--- src/rtl/rpfp_pkg.sv ---
`timescale 1ns / 1ps
`default_nettype none
// ----------------------------------------------------------------------------
// rpfp_pkg
// Shared types and constants of the radar presence frame parser: protocol
// byte positions, marker values, reset values of the registers and the
// structures that pass between the parser and the result emitter.
// ----------------------------------------------------------------------------
package rpfp_pkg;

  // Default store size in bytes and the fixed number of range gates.
  localparam int FRAME_BYTES_DEF = 64;
  localparam int GATE_COUNT      = 9;

  // Frame layout.
  localparam int FRAME_OVERHEAD  = 10;
  localparam int LEN_KNOWN_AT    = 6;
  localparam int MIN_DATA_LEN    = 13;
  localparam int MIN_ENG_LEN     = 39;
  localparam int POS_LEN_LO      = 4;
  localparam int POS_LEN_HI      = 5;
  localparam int POS_TYPE        = 6;
  localparam int POS_HEAD_MARK   = 7;
  localparam int POS_STATE       = 8;
  localparam int POS_MDIST       = 9;
  localparam int POS_MEN         = 11;
  localparam int POS_SDIST       = 12;
  localparam int POS_SEN         = 14;
  localparam int POS_DDIST       = 15;
  localparam int GATE_MOVE_AT    = 20;
  localparam int GATE_STILL_AT   = GATE_MOVE_AT + GATE_COUNT;
  // Bytes at fixed positions that the decoder ever reads.
  localparam int KEEP_BYTES      = GATE_STILL_AT + GATE_COUNT;
  // Trailing bytes seen before the last byte of a frame.
  localparam int HIST_BYTES      = 5;

  localparam logic [7:0] HEAD_MARK  = 8'hAA;
  localparam logic [7:0] TAIL_MARK  = 8'h55;
  localparam logic [7:0] CHECK_MARK = 8'h00;

  // Register reset values.
  localparam logic [31:0] DATA_HDR_RST = 32'hF1F2F3F4;
  localparam logic [31:0] CMD_HDR_RST  = 32'hFAFBFCFD;
  localparam logic [31:0] DATA_FTR_RST = 32'hF5F6F7F8;
  localparam logic [7:0]  ENG_TYPE_RST = 8'h01;

  // Configuration port.
  localparam int CFG_INDEX_W = 3;
  typedef enum logic [CFG_INDEX_W-1:0] {
    REG_DATA_HEADER = 3'd0,
    REG_CMD_HEADER  = 3'd1,
    REG_DATA_FOOTER = 3'd2,
    REG_ENG_TYPE    = 3'd3
  } cfg_reg_e;

  typedef struct packed {
    logic [31:0] data_header;
    logic [31:0] cmd_header;
    logic [31:0] data_footer;
    logic [7:0]  eng_type;
  } cfg_t;

  // Result kinds.
  typedef enum logic [1:0] {
    KIND_REPORT = 2'd0,
    KIND_GATE   = 2'd1,
    KIND_ACK    = 2'd2
  } item_kind_e;

  // What a checked frame gives.
  typedef enum logic [1:0] {
    EVT_REPORT       = 2'd0,
    EVT_REPORT_GATES = 2'd1,
    EVT_ACK          = 2'd2
  } frame_evt_e;

  typedef struct packed {
    logic       valid;
    frame_evt_e kind;
  } frame_evt_t;

  typedef logic [KEEP_BYTES-1:0][7:0] kept_bytes_t;

  typedef struct packed {
    item_kind_e  item_kind;
    logic        last_of_frame;
    logic        presence;
    logic        moving_seen;
    logic        still_seen;
    logic [15:0] moving_distance_cm;
    logic [7:0]  move_energy;
    logic [15:0] still_distance_cm;
    logic [7:0]  still_energy;
    logic [15:0] detect_distance_cm;
    logic [7:0]  index_or_command;
    logic [7:0]  ack_status;
  } result_t;

  // Result tdata: every field but item_kind and last_of_frame, padded to bytes.
  localparam int OUT_FIELDS_W = 83;
  localparam int OUT_TDATA_W  = 88;
  localparam int OUT_PAD_W    = OUT_TDATA_W - OUT_FIELDS_W;

endpackage : rpfp_pkg
`default_nettype wire

--- src/rtl/rpfp_parser.sv ---
`timescale 1ns / 1ps
`default_nettype none
// ----------------------------------------------------------------------------
// rpfp_parser
// Header hunt, frame byte capture, length check and frame validation. Bytes
// at the positions that the decoder reads are kept in registers; the last
// bytes before the end of a frame sit in a short history line so that the
// footer and trailing markers are checked as the final byte arrives.
// ----------------------------------------------------------------------------
module rpfp_parser #(
  parameter int FRAME_BYTES = rpfp_pkg::FRAME_BYTES_DEF
) (
  input  wire                  clk,
  input  wire                  rst_n,
  input  wire rpfp_pkg::cfg_t  cfg,
  input  wire                  in_tvalid,
  output logic                 in_tready,
  input  wire  [7:0]           in_tdata,
  input  wire                  evt_pop,
  output rpfp_pkg::frame_evt_t evt,
  output rpfp_pkg::kept_bytes_t kept
);
  import rpfp_pkg::*;

  localparam int CNT_W = $clog2(FRAME_BYTES + 1);

  logic [CNT_W-1:0]               count_r, count_nxt;
  logic                           inside_r, inside_nxt;
  logic                           is_data_r, is_data_nxt;
  frame_evt_t                     evt_r, evt_nxt;
  kept_bytes_t                    kept_r;
  logic [HIST_BYTES-1:0][7:0]     hist_r;

  logic                           acc;
  logic [1:0]                     hpos;
  logic                           hdr_hit;
  logic                           full;
  logic [CNT_W-1:0]               count_p1;
  logic [15:0]                    len_word;
  logic [16:0]                    total;
  logic                           too_long;
  logic                           done;
  logic                           wr_en;
  logic                           data_ok;
  logic                           eng_frame;
  logic                           ack_ok;
  logic                           emit;
  frame_evt_e                     emit_kind;

  // Input side is free unless a checked frame still waits for its results.
  assign in_tready = !evt_r.valid || evt_pop;
  assign acc       = in_tvalid && in_tready;

  // Header hunt: the position may match either header byte.
  assign hpos    = count_r[1:0];
  assign hdr_hit = (in_tdata == cfg.data_header[{hpos, 3'b000} +: 8]) ||
                   (in_tdata == cfg.cmd_header[{hpos, 3'b000} +: 8]);

  assign full     = count_r >= CNT_W'(FRAME_BYTES);
  assign count_p1 = count_r + CNT_W'(1);

  // Length field; its high byte may be the byte arriving now.
  assign len_word = {(count_r == CNT_W'(POS_LEN_HI)) ? in_tdata : kept_r[POS_LEN_HI],
                     kept_r[POS_LEN_LO]};
  assign total    = 17'(len_word) + 17'(FRAME_OVERHEAD);
  assign too_long = total > 17'(FRAME_BYTES);
  assign done     = 17'(count_p1) >= total;

  assign wr_en = acc && (inside_r ? !full : hdr_hit);

  // Frame checks, taken with the final byte in hand.
  assign data_ok = (count_p1 >= CNT_W'(MIN_DATA_LEN)) &&
                   ({kept_r[3], kept_r[2], kept_r[1], kept_r[0]} == cfg.data_header) &&
                   ({in_tdata, hist_r[0], hist_r[1], hist_r[2]} == cfg.data_footer) &&
                   (kept_r[POS_HEAD_MARK] == HEAD_MARK) &&
                   (hist_r[4] == TAIL_MARK) && (hist_r[3] == CHECK_MARK);
  assign eng_frame = (kept_r[POS_TYPE] == cfg.eng_type) &&
                     (count_p1 >= CNT_W'(MIN_ENG_LEN));
  assign ack_ok    = {kept_r[3], kept_r[2], kept_r[1], kept_r[0]} == cfg.cmd_header;

  // Next state of the hunt and capture.
  always_comb begin
    count_nxt   = count_r;
    inside_nxt  = inside_r;
    is_data_nxt = is_data_r;
    emit        = 1'b0;
    emit_kind   = EVT_REPORT;
    if (acc) begin
      if (!inside_r) begin
        if (hdr_hit) begin
          count_nxt = count_p1;
          if (hpos == 2'd3) begin
            inside_nxt  = 1'b1;
            is_data_nxt = kept_r[0] == cfg.data_header[7:0];
          end
        end else begin
          count_nxt = '0;
        end
      end else if (full) begin
        count_nxt  = '0;
        inside_nxt = 1'b0;
      end else begin
        count_nxt = count_p1;
        if (count_p1 >= CNT_W'(LEN_KNOWN_AT)) begin
          if (too_long) begin
            count_nxt  = '0;
            inside_nxt = 1'b0;
          end else if (done) begin
            count_nxt  = '0;
            inside_nxt = 1'b0;
            if (is_data_r) begin
              emit      = data_ok;
              emit_kind = eng_frame ? EVT_REPORT_GATES : EVT_REPORT;
            end else begin
              emit      = ack_ok;
              emit_kind = EVT_ACK;
            end
          end
        end
      end
    end
  end

  // Frame event register.
  always_comb begin
    evt_nxt       = evt_r;
    evt_nxt.valid = evt_r.valid && !evt_pop;
    if (emit) begin
      evt_nxt.valid = 1'b1;
      evt_nxt.kind  = emit_kind;
    end
  end

  // Control state.
  always_ff @(posedge clk) begin
    if (!rst_n) begin
      count_r   <= '0;
      inside_r  <= 1'b0;
      is_data_r <= 1'b0;
      evt_r     <= '{valid: 1'b0, kind: EVT_REPORT};
    end else begin
      count_r   <= count_nxt;
      inside_r  <= inside_nxt;
      is_data_r <= is_data_nxt;
      evt_r     <= evt_nxt;
    end
  end

  // Kept frame bytes, each written only at its own position.
  always_ff @(posedge clk) begin
    for (int i = 0; i < KEEP_BYTES; i++) begin
      if (wr_en && (count_r == CNT_W'(i))) begin
        kept_r[i] <= in_tdata;
      end
    end
    if (acc) begin
      hist_r <= {hist_r[HIST_BYTES-2:0], in_tdata};
    end
  end

  assign evt  = evt_r;
  assign kept = kept_r;

  // The hunt never counts past the header; a frame always has its header.
  a_hunt_count: assert property (@(posedge clk) disable iff (!rst_n)
    !inside_r |-> (count_r < CNT_W'(4)))
    else $error("hunt count beyond header");

  a_frame_count: assert property (@(posedge clk) disable iff (!rst_n)
    inside_r |-> (count_r >= CNT_W'(4)))
    else $error("frame entered without a full header");

  // A waiting event is kept until the emitter takes it.
  a_evt_hold: assert property (@(posedge clk) disable iff (!rst_n)
    (evt_r.valid && !evt_pop) |=> (evt_r.valid && $stable(evt_r.kind)))
    else $error("frame event lost");

  // No byte is taken while an event waits and is not being released.
  a_no_take: assert property (@(posedge clk) disable iff (!rst_n)
    (evt_r.valid && !evt_pop) |-> !acc)
    else $error("byte taken while frame results are pending");

endmodule : rpfp_parser
`default_nettype wire

--- src/rtl/rpfp_emitter.sv ---
`timescale 1ns / 1ps
`default_nettype none
// ----------------------------------------------------------------------------
// rpfp_emitter
// Turns one checked frame into its result items: a target report, then the
// gate energies of an engineering frame, or one acknowledgement item. A step
// counter walks the gates; every item lands in the output register.
// ----------------------------------------------------------------------------
module rpfp_emitter (
  input  wire                   clk,
  input  wire                   rst_n,
  input  wire rpfp_pkg::frame_evt_t  evt,
  input  wire rpfp_pkg::kept_bytes_t kept,
  output logic                  evt_pop,
  output logic                  out_tvalid,
  input  wire                   out_tready,
  output rpfp_pkg::result_t     out_item
);
  import rpfp_pkg::*;

  localparam int STEP_W = $clog2(GATE_COUNT + 1);

  logic [STEP_W-1:0] step_r, step_nxt;
  logic [STEP_W-1:0] gate_idx;
  logic              out_valid_r, out_valid_nxt;
  result_t           out_r;
  result_t           item;
  logic              advance;
  logic [7:0]        gate_men;
  logic [7:0]        gate_sen;

  assign advance  = evt.valid && (!out_valid_r || out_tready);
  assign gate_idx = step_r - STEP_W'(1);

  // Gate energy select.
  always_comb begin
    gate_men = '0;
    gate_sen = '0;
    for (int g = 0; g < GATE_COUNT; g++) begin
      if (gate_idx == STEP_W'(g)) begin
        gate_men = kept[GATE_MOVE_AT + g];
        gate_sen = kept[GATE_STILL_AT + g];
      end
    end
  end

  // Build the current item; fields outside its kind stay zero.
  always_comb begin
    item = '0;
    if (evt.kind == EVT_ACK) begin
      item.item_kind        = KIND_ACK;
      item.last_of_frame    = 1'b1;
      item.index_or_command = kept[POS_TYPE];
      item.ack_status       = kept[POS_STATE];
    end else if (step_r == '0) begin
      item.item_kind          = KIND_REPORT;
      item.last_of_frame      = evt.kind == EVT_REPORT;
      item.presence           = kept[POS_STATE] != 8'h00;
      item.moving_seen        = kept[POS_STATE][0];
      item.still_seen         = kept[POS_STATE][1];
      item.moving_distance_cm = {kept[POS_MDIST + 1], kept[POS_MDIST]};
      item.move_energy        = kept[POS_MEN];
      item.still_distance_cm  = {kept[POS_SDIST + 1], kept[POS_SDIST]};
      item.still_energy       = kept[POS_SEN];
      item.detect_distance_cm = {kept[POS_DDIST + 1], kept[POS_DDIST]};
    end else begin
      item.item_kind        = KIND_GATE;
      item.last_of_frame    = step_r == STEP_W'(GATE_COUNT);
      item.move_energy      = gate_men;
      item.still_energy     = gate_sen;
      item.index_or_command = 8'(gate_idx);
    end
  end

  assign evt_pop = advance && item.last_of_frame;

  // Step counter and output register control.
  always_comb begin
    step_nxt      = step_r;
    out_valid_nxt = out_valid_r && !out_tready;
    if (advance) begin
      out_valid_nxt = 1'b1;
      step_nxt      = evt_pop ? '0 : step_r + STEP_W'(1);
    end
  end

  always_ff @(posedge clk) begin
    if (!rst_n) begin
      step_r      <= '0;
      out_valid_r <= 1'b0;
    end else begin
      step_r      <= step_nxt;
      out_valid_r <= out_valid_nxt;
    end
  end

  // Output payload.
  always_ff @(posedge clk) begin
    if (advance) begin
      out_r <= item;
    end
  end

  assign out_tvalid = out_valid_r;
  assign out_item   = out_r;

  // Gate steps only happen inside an engineering frame.
  a_step_kind: assert property (@(posedge clk) disable iff (!rst_n)
    (step_r != '0) |-> (evt.valid && (evt.kind == EVT_REPORT_GATES)))
    else $error("gate step outside an engineering frame");

  a_step_range: assert property (@(posedge clk) disable iff (!rst_n)
    step_r <= STEP_W'(GATE_COUNT))
    else $error("gate step out of range");

  // Releasing a frame restarts the step counter.
  a_pop_reset: assert property (@(posedge clk) disable iff (!rst_n)
    evt_pop |=> (step_r == '0))
    else $error("step counter not cleared after frame");

endmodule : rpfp_emitter
`default_nettype wire

--- src/rtl/radar_presence_frame_parser_core.sv ---
`timescale 1ns / 1ps
`default_nettype none
// ----------------------------------------------------------------------------
// radar_presence_frame_parser_core
// Serial frame parser for a radar presence sensor: hunts the frame header,
// captures and checks the frame, and gives target reports, gate energies
// and command acknowledgements.
// ----------------------------------------------------------------------------
//  Channel  Direction  Payload
//  in_      slave      tdata[7:0] rx_byte
//  out_     master     tdata: result fields; tuser: item_kind; tlast: last_of_frame
//  cfg_     slave      cfg_index register number, cfg_data 32-bit value
//
//  One byte is taken each cycle while no checked frame holds the input. A
//  byte that ends a valid frame sets the frame event register; its first
//  item then lands in the output register. An engineering frame holds the
//  input while the gate step counter walks its gate items. Output stalls
//  hold the input only while a checked frame still has items to give.
//  rst_n is synchronous and restores the default header, footer and type codes.
// ----------------------------------------------------------------------------
module radar_presence_frame_parser_core #(
  parameter int FRAME_BYTES = rpfp_pkg::FRAME_BYTES_DEF
) (
  input  wire                                clk,
  input  wire                                rst_n,
  // Received bytes
  input  wire                                in_tvalid,
  output logic                               in_tready,
  input  wire  [7:0]                         in_tdata,   // [7:0] rx_byte
  // Result items
  output logic                               out_tvalid,
  input  wire                                out_tready,
  // [0] presence, [1] moving_seen, [2] still_seen, [18:3] moving_distance_cm,
  // [26:19] move_energy, [42:27] still_distance_cm, [50:43] still_energy,
  // [66:51] detect_distance_cm, [74:67] index_or_command, [82:75] ack_status
  output logic [rpfp_pkg::OUT_TDATA_W-1:0]   out_tdata,
  output logic [1:0]                         out_tuser,  // [1:0] item_kind
  output logic                               out_tlast,
  // Register writes
  input  wire                                cfg_valid,
  output logic                               cfg_ready,
  input  wire  [rpfp_pkg::CFG_INDEX_W-1:0]   cfg_index,
  input  wire  [31:0]                        cfg_data
);
  import rpfp_pkg::*;

  cfg_t        cfg_r;
  frame_evt_t  evt;
  kept_bytes_t kept;
  logic        evt_pop;
  result_t     res;
  logic        cfg_we;

  // Register writes are always taken.
  assign cfg_ready = 1'b1;
  assign cfg_we    = cfg_valid && cfg_ready;

  always_ff @(posedge clk) begin
    if (!rst_n) begin
      cfg_r <= '{data_header: DATA_HDR_RST, cmd_header: CMD_HDR_RST,
                 data_footer: DATA_FTR_RST, eng_type: ENG_TYPE_RST};
    end else if (cfg_we) begin
      unique case (cfg_index)
        REG_DATA_HEADER: cfg_r.data_header <= cfg_data;
        REG_CMD_HEADER:  cfg_r.cmd_header  <= cfg_data;
        REG_DATA_FOOTER: cfg_r.data_footer <= cfg_data;
        REG_ENG_TYPE:    cfg_r.eng_type    <= cfg_data[7:0];
        default: ;
      endcase
    end
  end

  rpfp_parser #(
    .FRAME_BYTES (FRAME_BYTES)
  ) u_parser (
    .clk       (clk),
    .rst_n     (rst_n),
    .cfg       (cfg_r),
    .in_tvalid (in_tvalid),
    .in_tready (in_tready),
    .in_tdata  (in_tdata),
    .evt_pop   (evt_pop),
    .evt       (evt),
    .kept      (kept)
  );

  rpfp_emitter u_emitter (
    .clk        (clk),
    .rst_n      (rst_n),
    .evt        (evt),
    .kept       (kept),
    .evt_pop    (evt_pop),
    .out_tvalid (out_tvalid),
    .out_tready (out_tready),
    .out_item   (res)
  );

  // Result packing, first field in the low bits.
  assign out_tdata = {{OUT_PAD_W{1'b0}}, res.ack_status, res.index_or_command,
                      res.detect_distance_cm, res.still_energy, res.still_distance_cm,
                      res.move_energy, res.moving_distance_cm, res.still_seen,
                      res.moving_seen, res.presence};
  assign out_tuser = res.item_kind;
  assign out_tlast = res.last_of_frame;

endmodule : radar_presence_frame_parser_core
`default_nettype wire
--- config.mk ---
export PLATFORM = sky130hd
export DESIGN_NAME = radar_presence_frame_parser_core
export DESIGN_NICKNAME = d
export VERILOG_FILES = /design/src/rtl/rpfp_pkg.sv /design/src/rtl/rpfp_parser.sv /design/src/rtl/rpfp_emitter.sv /design/src/rtl/radar_presence_frame_parser_core.sv
export SDC_FILE = /design/constraint.sdc
export NUM_CORES = 1
export LEC_CHECK = 0
export ABC_AREA = 0
export ABC_CLOCK_PERIOD_IN_PS = 11400
export BUFFER_PORTS_ARGS = -buffer_cell sky130_fd_sc_hd__buf_2
export CORE_ASPECT_RATIO = 0.5
export CORE_MARGIN = 2
export CORE_UTILIZATION = 50
export CTS_CLUSTER_DIAMETER = 40
export DETAILED_ROUTE_END_ITERATION = 6
export GPL_TIMING_DRIVEN = 1
export PLACE_DENSITY = 0.68
export SLEW_MARGIN = 40
export SYNTH_ARGS = -nofsm -noshare
export SYNTH_HDL_FRONTEND = slang
export SYNTH_SLANG_ARGS = --single-unit
--- constraint.sdc ---
create_clock -name clk -period 11.4 [get_ports clk]
set_clock_uncertainty 0.1 [all_clocks]
set_input_delay 0.57 -clock clk [delete_from_list [all_inputs] [get_ports clk]]
set_output_delay 0.57 -clock clk [all_outputs]
set_load 0.03 [all_outputs]
==> impl_metrics.env <==
export IMPL_portBuffers=135
export IMPL_gr_usage_all_layers=0.2401
export IMPL_hold_violations=0
export IMPL_yosys_top_cells_count="edfxtp_1 (406), nand2_1 (257), dfxtp_1 (121)"
export IMPL_synthMuxAreaShare=0.02058
export IMPL_fin_nets=1844
export IMPL_seq_area_um2=14620
export IMPL_synthAdderAreaFrac=0.009275
export IMPL_fin_cells=2390
export IMPL_crit_slowest_cell="or3b_1"
export IMPL_max_freq_mhz=215.9
export IMPL_synth_compound_area_frac=0.07727
export IMPL_synth_simple_area_share=0.1354
export IMPL_core_area_um2=42310
export IMPL_tightest_slew_ns=0.8091
export IMPL_io_pin_count=142
export IMPL_grt_pass1_wl_mm=81.01
export IMPL_min_period_ns=4.631
export IMPL_worstPathRequired_ns=11.49
export IMPL_crit_path_max_incr_delay_ns=0.71
export IMPL_crit_type="reg2reg"
export IMPL_synth_edff_count=406
export IMPL_cts_repair_resized=0
export IMPL_avgSynthCellArea_um2=12.90
export IMPL_rsz0062_at_grt="false"
export IMPL_synthCells=1673
export IMPL_cp_arrival_ns=4.72
export IMPL_grt_pass1_vias=13330
export IMPL_via_count=13720
export IMPL_yosysWarnings=0
export IMPL_ctsHoldBuffers=0
export IMPL_min_delay_path_class="in2reg"
export IMPL_numCtsBuffers=46
export IMPL_die_h_um=150.9
export IMPL_syn_area_um2=21580
export IMPL_setup_viol=0
export IMPL_multi_input_area_um2=6533
export IMPL_area_growth_syn_to_layout_pct=12.63
export IMPL_async_reset_ff_frac=0
export IMPL_cts_max_level=2
export IMPL_grt_ovfl_total=0
export IMPL_synth_xor_area_frac=0.05559
export IMPL_dieArea_um2=44950
export IMPL_start_kind="flop"
export IMPL_fillCellCount=3439
export IMPL_synth_cell_types=78
export IMPL_ir_drop_mv=0.09496
export IMPL_placed_cells=2308
export IMPL_synth_top_area_frac=0.5648
export IMPL_maxCapViolations=0
export IMPL_end_kind="flop"
export IMPL_clock_latency_ns=0.56
export IMPL_initial_core_util=0.5102
export IMPL_drc=0
export IMPL_synth_seq_cells=527
export IMPL_viasPerCell=5.740
export IMPL_relSlewSlack=0.4586
export IMPL_synth_flop_cell="edfxtp_1"
export IMPL_crit_chain="inv_1, ha_1, or3b_1, a21oi_1, o21ai_1, nand2_1, nand2_1, inv_4, o311ai_1, or3b_1, nor2_1"
export IMPL_status="finished, final reports clean"
export IMPL_dr_pass1_iters=5
export IMPL_synth_top_cell_by_area="edfxtp_1"
export IMPL_crit_fanout=45
export IMPL_final_max_slew_viol_count=0
export IMPL_cts_tree="done"
export IMPL_cts_sinks=527
export IMPL_finalCritPeriodShare=0.4063
export IMPL_drt_iter0_markers=1516
export IMPL_clkTransAtPathRegs_ns=0.07
export IMPL_ys_seq_area_frac=0.6771
export IMPL_p_per_area_nw_per_um2=155.7
export IMPL_synth_top_cells_by_area="edfxtp_1 (56%), dfxtp_1 (11%), nand2_1 (4.5%), xnor2_1 (3.8%), nand3_1 (2.1%)"
export IMPL_post_synth_top_count_cell="edfxtp_1"
export IMPL_post_cts_buffers=0
export IMPL_power_leakage_nw=8.472
export IMPL_cts_buffer_depth=3
export IMPL_chipWidth_um=297.8
export IMPL_wl_mm=53.64
export IMPL_antennaDiodeCount=0
export IMPL_root_buffer="clkbuf_16"
export IMPL_drive_above_1_share=0.1589
export IMPL_place_hpwl_mm=34.97
export IMPL_antenna_found_initial=1
export IMPL_fin_tns_setup_ns=0
export IMPL_num_rows=53
export IMPL_post_drt_wl_per_cell_um=22.44
export IMPL_gp_congestion=0.9307
export IMPL_ant_nets=0
export IMPL_grt_max_degree=77
export IMPL_synth_top_family_by_area="simple AND/OR/NAND/NOR gates"
logic make-up after synthesis:
kind of cell / count (synthesis)
buffers and inverters: 123
multiplexers: 24
flip-flops: 527
AO/OA/AOI/OAI: 241
other: 2
AND/OR/NAND/NOR: 603
adder cells (fa/ha/maj): 16
XOR/XNOR: 137
power by group:
group	total, mW	switching [mW]	internal [mW]
sequential	2.10	0.0184	2.08
combinational	0.114	0.0796	0.0348
clock	1.57	0.702	0.869
layer usage:
metal  part of all wire  global-route usage
met5                  0                   0
met4              0.026             0.07060
met3              0.083             0.04862
met2               0.46              0.3850
met1               0.43              0.3352
flip-flops by register name, indices dropped and copies added, names as in the netlist:
name                  cells
u_parser.kept           280
cfg_r                   104
u_emitter.out_item       86
u_parser.hist_r          40
u_parser.count_r          7
u_emitter.step_r          4
u_parser.evt              3
u_emitter.out_tvalid      1
u_parser.inside_r         1
u_parser.is_data_r        1
final timing paths:
kind | startpoint | end | slack (ns) | depth (start not counted)
setup / recovery | u_emitter.step_r[0] | u_parser.kept[134] | 6.77 | 11
hold / removal | cfg_data[22] | cfg_r[62] | 0.16 | 3
setup reg to reg | u_emitter.step_r[0] | u_parser.kept[134] | 6.77 | 11
hold reg to reg | u_parser.hist_r[24] | u_parser.hist_r[32] | 0.35 | 0
critical path: cells and delay by family (launching register included):
family / cells / cell delay (ns)
DFF: 1 / 0.42
and+or+nand+nor: 5 / 2.03
buffers and inverters: 2 / 0.56
adders and majority gates: 1 / 0.50
AOI/OAI and AO/OA: 3 / 0.64
layout by cell type (no fill, tap or decap), types with 4 or more instances in the layout:
master / instances
edfxtp_1: 406
a221o_1: 31
nor3_2: 10
clkbuf_16: 46
o211ai_1: 4
buf_2: 135
clkinv_4: 4
and2_1: 19
clkinv_2: 6
a211oi_1: 19
and4_1: 4
ha_1: 16
nor2b_1: 4
nand3_1: 92
conb_1: 6
buf_4: 23
dfxtp_1: 120
o21a_1: 6
xnor2_1: 93
o221ai_1: 17
nor3_1: 11
a21oi_1: 85
nand2b_1: 5
a21o_1: 4
a32oi_1: 16
o21ai_0: 33
nand2_1: 256
nor4b_1: 4
xor2_1: 44
and3_1: 56
nand4_1: 27
nor4_1: 15
bufinv_16: 5
nor2_1: 67
clkinv_1: 7
inv_1: 18
mux2i_1: 5
mux4_2: 16
layout make-up:
| type | count | share of cell area |
|---|---|---|
| Clock buffer | 50 | 0.04838 |
| Clock inverter | 31 | 0.01364 |
| Inverter | 19 | 0.003037 |
| Multi-Input combinational cell | 1027 | 0.2687 |
| Sequential cell | 527 | 0.6012 |
| Tap cell | 577 | 0.02970 |
| Timing Repair Buffer | 159 | 0.03536 |
through the flow:
| stage | total power [mW] | instance area [um2] | hold WS, ns | setup WS (ns) | utilization |
|---|---|---|---|---|---|
| 2_1_floorplan | 2.193 | 21600 | 0.3268 | 4.761 | - |
| 3_3_place_gp | 2.254 | 22730 | 0.3391 | 6.422 | 0.5374 |
| 3_5_place_dp | 2.256 | 22780 | 0.3397 | 6.553 | 0.5385 |
| 4_1_cts | 3.802 | 24290 | 0.1406 | 6.540 | 0.5741 |
| 5_1_grt | 3.888 | 24310 | 0.1610 | 6.360 | 0.5746 |
| 6_report | 3.785 | 24310 | 0.1613 | 6.769 | 0.5746 |
(Power assumes the default switching activity.)
